File: src/rtl/core/tea_dec_pkg.sv
// Shared types and constants for the TEA block decryption core.
package tea_dec_pkg;

    localparam logic [31:0] TEA_DELTA = 32'h9e37_79b9;

    typedef struct packed {
        logic [31:0] cipher_left;
        logic [31:0] cipher_right;
    } cipher_t;

    typedef struct packed {
        logic [31:0] plain_left;
        logic [31:0] plain_right;
    } plain_t;

    typedef struct packed {
        logic [31:0] left;
        logic [31:0] right;
    } word_pair_t;

    typedef enum logic [1:0] {
        REG_KEY_WORD_0 = 2'd0,
        REG_KEY_WORD_1 = 2'd1,
        REG_KEY_WORD_2 = 2'd2,
        REG_KEY_WORD_3 = 2'd3
    } reg_idx_t;

endpackage

File: src/rtl/core/tea_dec_half_round.sv
// One registered TEA decryption half-round stage with its own valid and ready.
module tea_dec_half_round
    import tea_dec_pkg::*;
#(
    parameter bit UPDATE_RIGHT = 1'b1
)
(
    input  logic        clk,
    input  logic        rst_n,
    input  logic        up_valid,
    output logic        up_ready,
    input  word_pair_t  up_data,
    output logic        down_valid,
    input  logic        down_ready,
    output word_pair_t  down_data,
    input  logic [31:0] key_shl,
    input  logic [31:0] key_shr,
    input  logic [31:0] round_sum
);

    logic        valid_reg;
    logic        valid_next;
    word_pair_t  data_reg;
    word_pair_t  data_next;
    logic [31:0] src_word;
    logic [31:0] mix_word;

    always_comb
    begin
        src_word = UPDATE_RIGHT ? up_data.left : up_data.right;
        mix_word = ((src_word << 4) + key_shl) ^ (src_word + round_sum)
                   ^ ((src_word >> 5) + key_shr);
        data_next = up_data;
        if (UPDATE_RIGHT)
        begin
            data_next.right = up_data.right - mix_word;
        end
        else
        begin
            data_next.left = up_data.left - mix_word;
        end
    end

    assign up_ready   = !valid_reg || down_ready;
    assign valid_next = up_ready ? up_valid : valid_reg;

    always_ff @(posedge clk or negedge rst_n)
    begin
        if (!rst_n)
        begin
            valid_reg <= 1'b0;
        end
        else
        begin
            valid_reg <= valid_next;
        end
    end

    always_ff @(posedge clk)
    begin
        if (up_ready && up_valid)
        begin
            data_reg <= data_next;
        end
    end

    assign down_valid = valid_reg;
    assign down_data  = data_reg;

endmodule

File: config.mk
export PLATFORM = sky130hd
export DESIGN_NAME = tea_dec_half_round
export DESIGN_NICKNAME = d
export VERILOG_FILES = /design/src/rtl/core/tea_dec_pkg.sv /design/src/rtl/core/tea_dec_half_round.sv
export SDC_FILE = /design/constraint.sdc
export NUM_CORES = 1
export LEC_CHECK = 0
export ABC_AREA = 1
export ABC_CLOCK_PERIOD_IN_PS = 5600
export CAP_MARGIN = 20
export CORE_UTILIZATION = 30
export DETAILED_ROUTE_END_ITERATION = 10
export DONT_BUFFER_PORTS = 1
export PLACE_DENSITY_LB_ADDON = 0.15
export REMOVE_ABC_BUFFERS = 1
export SLEW_MARGIN = 0
export SYNTH_ARGS = -nofsm -noshare
export SYNTH_HDL_FRONTEND = slang
export SYNTH_SLANG_ARGS = --single-unit
File: constraint.sdc
create_clock -name clk -period 5.6 [get_ports clk]
set_input_delay 1.4 -clock clk [delete_from_list [all_inputs] [get_ports clk]]
set_output_delay 1.4 -clock clk [all_outputs]
set_load 0.01 [all_outputs]
==> reports/qor.yml <==
vias_per_cell: 4.96
grt_max_degree: 65
yosysUniqueCellTypes: 48
cts_setup_buffers: 0
p_comb_share_pct: 58.7
yosysTopAreaCell: "edfxtp_1"
fin_ws_ns: 0.687
drv_slew: 0
synth_area_leaders: "edfxtp_1, nand2_1, ha_1"
cp_num_buf_inv: 2
core_area_mm2: 0.0325
finalSetupViolCount: 0
synth-seq-cells: 65
p_leak_nw: 5.16
cp.required_ns: 5.71
hp-class: "flop to flop"
seq_area_frac_synth_pct: 19.7
first_pass_iters: 4
rsz0062_at_grt: "false"
status: "complete, no violations"
synth_top_area_share_pct: 19.5
cpMostUsedCell: "nand2_1"
antenna_found_initial: 0
r2r_setup_slack_ns: 3.86
die_h_um: 183
fmax_mhz: 204
multi_input_area_mm2: 0.00720
ff_latch_area_mm2: 0.00195
irDropWorstVdd_uv: 166
dp.cells: 1907
cts_max_level: 3
rows: 66
power_density_mw_per_mm2: 336
die-area_mm2: 0.0336
drc: 0
via_count: 9539
drive_gt1_share_pct: 4.86
wire_per_inst_um: 18.9
crit_arrival_ns: 5.02
start_util_pct: 30.4
fin_skew_ns: 0.0132
netSwitchingPower_mw: 1.73
cp-start-kind: "input pin"
clock_sinks: 65
initialDrtViolationCount: 527
cts_root_buf: "clkbuf_16"
dp_hpwl_um: 31900
hold_viol: 0
max_slew_margin_pct: 39.0
switching_share_pct: 47.8
portBuffers: 0
tightest_slew_ns: 0.915
tns_ns: 0
cts_tree: "yes"
cp-end-kind: "flop"
p_clk_share_pct: 17.9
crit_path_max_incr_delay_ns: 0.41
cts.path.max_buffers: 2
ioPinCount: 230
period_minus_slack_ns: 4.91
die_w_um: 183
grt_usage_pct: 21.9
seqPwrFrac_pct: 23.4
final_nets: 1760
cts_resized: 0
worstSetupPathType: "input pin to flop"
syn_to_final_growth_pct: 9.21
gp_congestion: 0.926
grt_pass1_wl_um: 54600
cts_hold_buf: 0
clock_latency_ns: 0.37
dp_slack_ns: 0.259
yosysWarnings: 0
ant_nets: 0
crit_slowest_cell: "fa_1"
grt_pass1_vias: 9629
path_cells: "ha_1, inv_1, fa_1, o21ai_2, nand2_1, nand2_1, nand2_1, nand2_2, xnor2_1, xor2_1, xor2_1, ha_1, nand2_1, inv_1, a21oi_1, o21ai_1, a21oi_1, o21ai_1, nand2_1, nand2_1, xor2_1"
crit_path_max_fanout: 4
fillCellCount: 3575
cap_violations: 0
fin_crit_sh_pct: 87.7
path_delay_family: "compound AO/OA/AOI/OAI gates"
netlist_instances: 1462
synth_area_mm2: 0.00986
grt_overflow: 0
fin_cells: 1924
internal_power_mw: 1.89
avgSynthCellArea_um2: 6.74
cts_buffers: 9
clk_pin_slew_worst_paths_ns: 0.06
wirelength_um: 36400
==> final timing paths <==
| kind | depth (start not counted) | end | startpoint |
|---|---|---|---|
| hold reg to reg | 2 | down_valid | down_valid |
| min in group asynchronous | 0 | down_valid | rst_n |
| hold / removal | 2 | down_valid | down_valid |
| setup reg to reg | 2 | down_data[62] | down_valid |
| setup / recovery | 21 | down_data[23] | up_data[37] |
| max in group asynchronous | 0 | down_valid | rst_n |
==> placed cells by master, fill, tap and decap left out, types with 5 or more instances in the layout <==
master,n
inv_1,192
edfxtp_1,64
o21a_1,6
nand2_1,399
clkbuf_16,9
nand3b_1,12
xnor2_1,55
a31o_2,5
xor2_1,76
nor3_1,17
a21o_1,20
ha_1,116
nand4_1,14
o21ai_2,8
nand3_1,87
nand2_2,15
nor2_1,127
nor2_2,8
a21oi_1,127
o21bai_1,15
o21ai_0,48
==> power by group through the flow <==
stage / registers (mW) / logic (mW) / clock network (mW)
after floorplan: 0.842 / 1.57 / 0
after global placement: 0.859 / 2.12 / 0
after detailed placement: 0.860 / 2.11 / 0
after CTS: 0.850 / 2.12 / 0.674
after global routing: 0.861 / 2.39 / 0.683
final: 0.847 / 2.12 / 0.646
==> sequential cells by signal, summed over array words and instances, names as in the netlist <==
register    cells
down_valid      1
down_data      64
==> per-stage QoR <==
step           power, mW  area (µm²)  utilization (%)  hold slack (ns)
2_1_floorplan       2.41        9860                -            0.609
3_3_place_gp        2.98       10400             32.2            0.705
3_5_place_dp        2.97       10400             32.2            0.714
4_1_cts             3.64       10800             33.2            0.719
5_1_grt             3.93       10800             33.2            0.717
6_report            3.62       10800             33.2            0.714
==> synthesized netlist by cell type, drive strengths merged <==
master	instances
xnor2	55
nor2	135
o211a	1
edfxtp	64
nand3b	12
dfrtp	1
a31o	5
or2	2
nor4	4
o21ai	60
nand4	14
o21a	6
o21bai	16
inv	192
ha	116
a21o	21
fa	4
xor2	77
nand2b	1
nor3	18
a31oi	4
a21oi	133
o2111ai	1
a221oi	2
o211ai	3
nand3	89
a21boi	4
nor3b	1
a22oi	1
and2	1
a2111oi	1
nand2	417
o31ai	1
==> final cells by class <==
type / count / area share (%)
inverters: 192 / 6.69
diodes: 1 / 0.0232
flip-flops and latches: 65 / 18.1
well taps: 442 / 5.14
multi-input cells: 1205 / 66.9
clock inverters: 7 / 0.872
repair buffers: 3 / 0.209
clock buffers: 9 / 2.09
==> routing by layer <==
metal	track usage, %	vias to the layer above	part of all wire [%]
met3	5.12	38	5.7
li1	-	4901	-
met4	5.53	0	1.8
met1	28.6	4351	47
met5	0	-	0
met2	36.1	249	45
==> tightest hold or removal path, cell delays in order (launching register included) <==
cell	delay (ns)
dfrtp_1	0.45
nand2_1	0.15
nand2_1	0.08
==> kinds of logic after synthesis <==
logic type	synth area share (%)
AND/OR/NAND/NOR	30.0
AO/OA/AOI/OAI	15.6
buffers and inverters	7.31
XOR/XNOR	11.8
adder cells (fa/ha/maj)	15.5
flip-flops	19.7
Note: power is estimated with default switching activity, not from simulation.
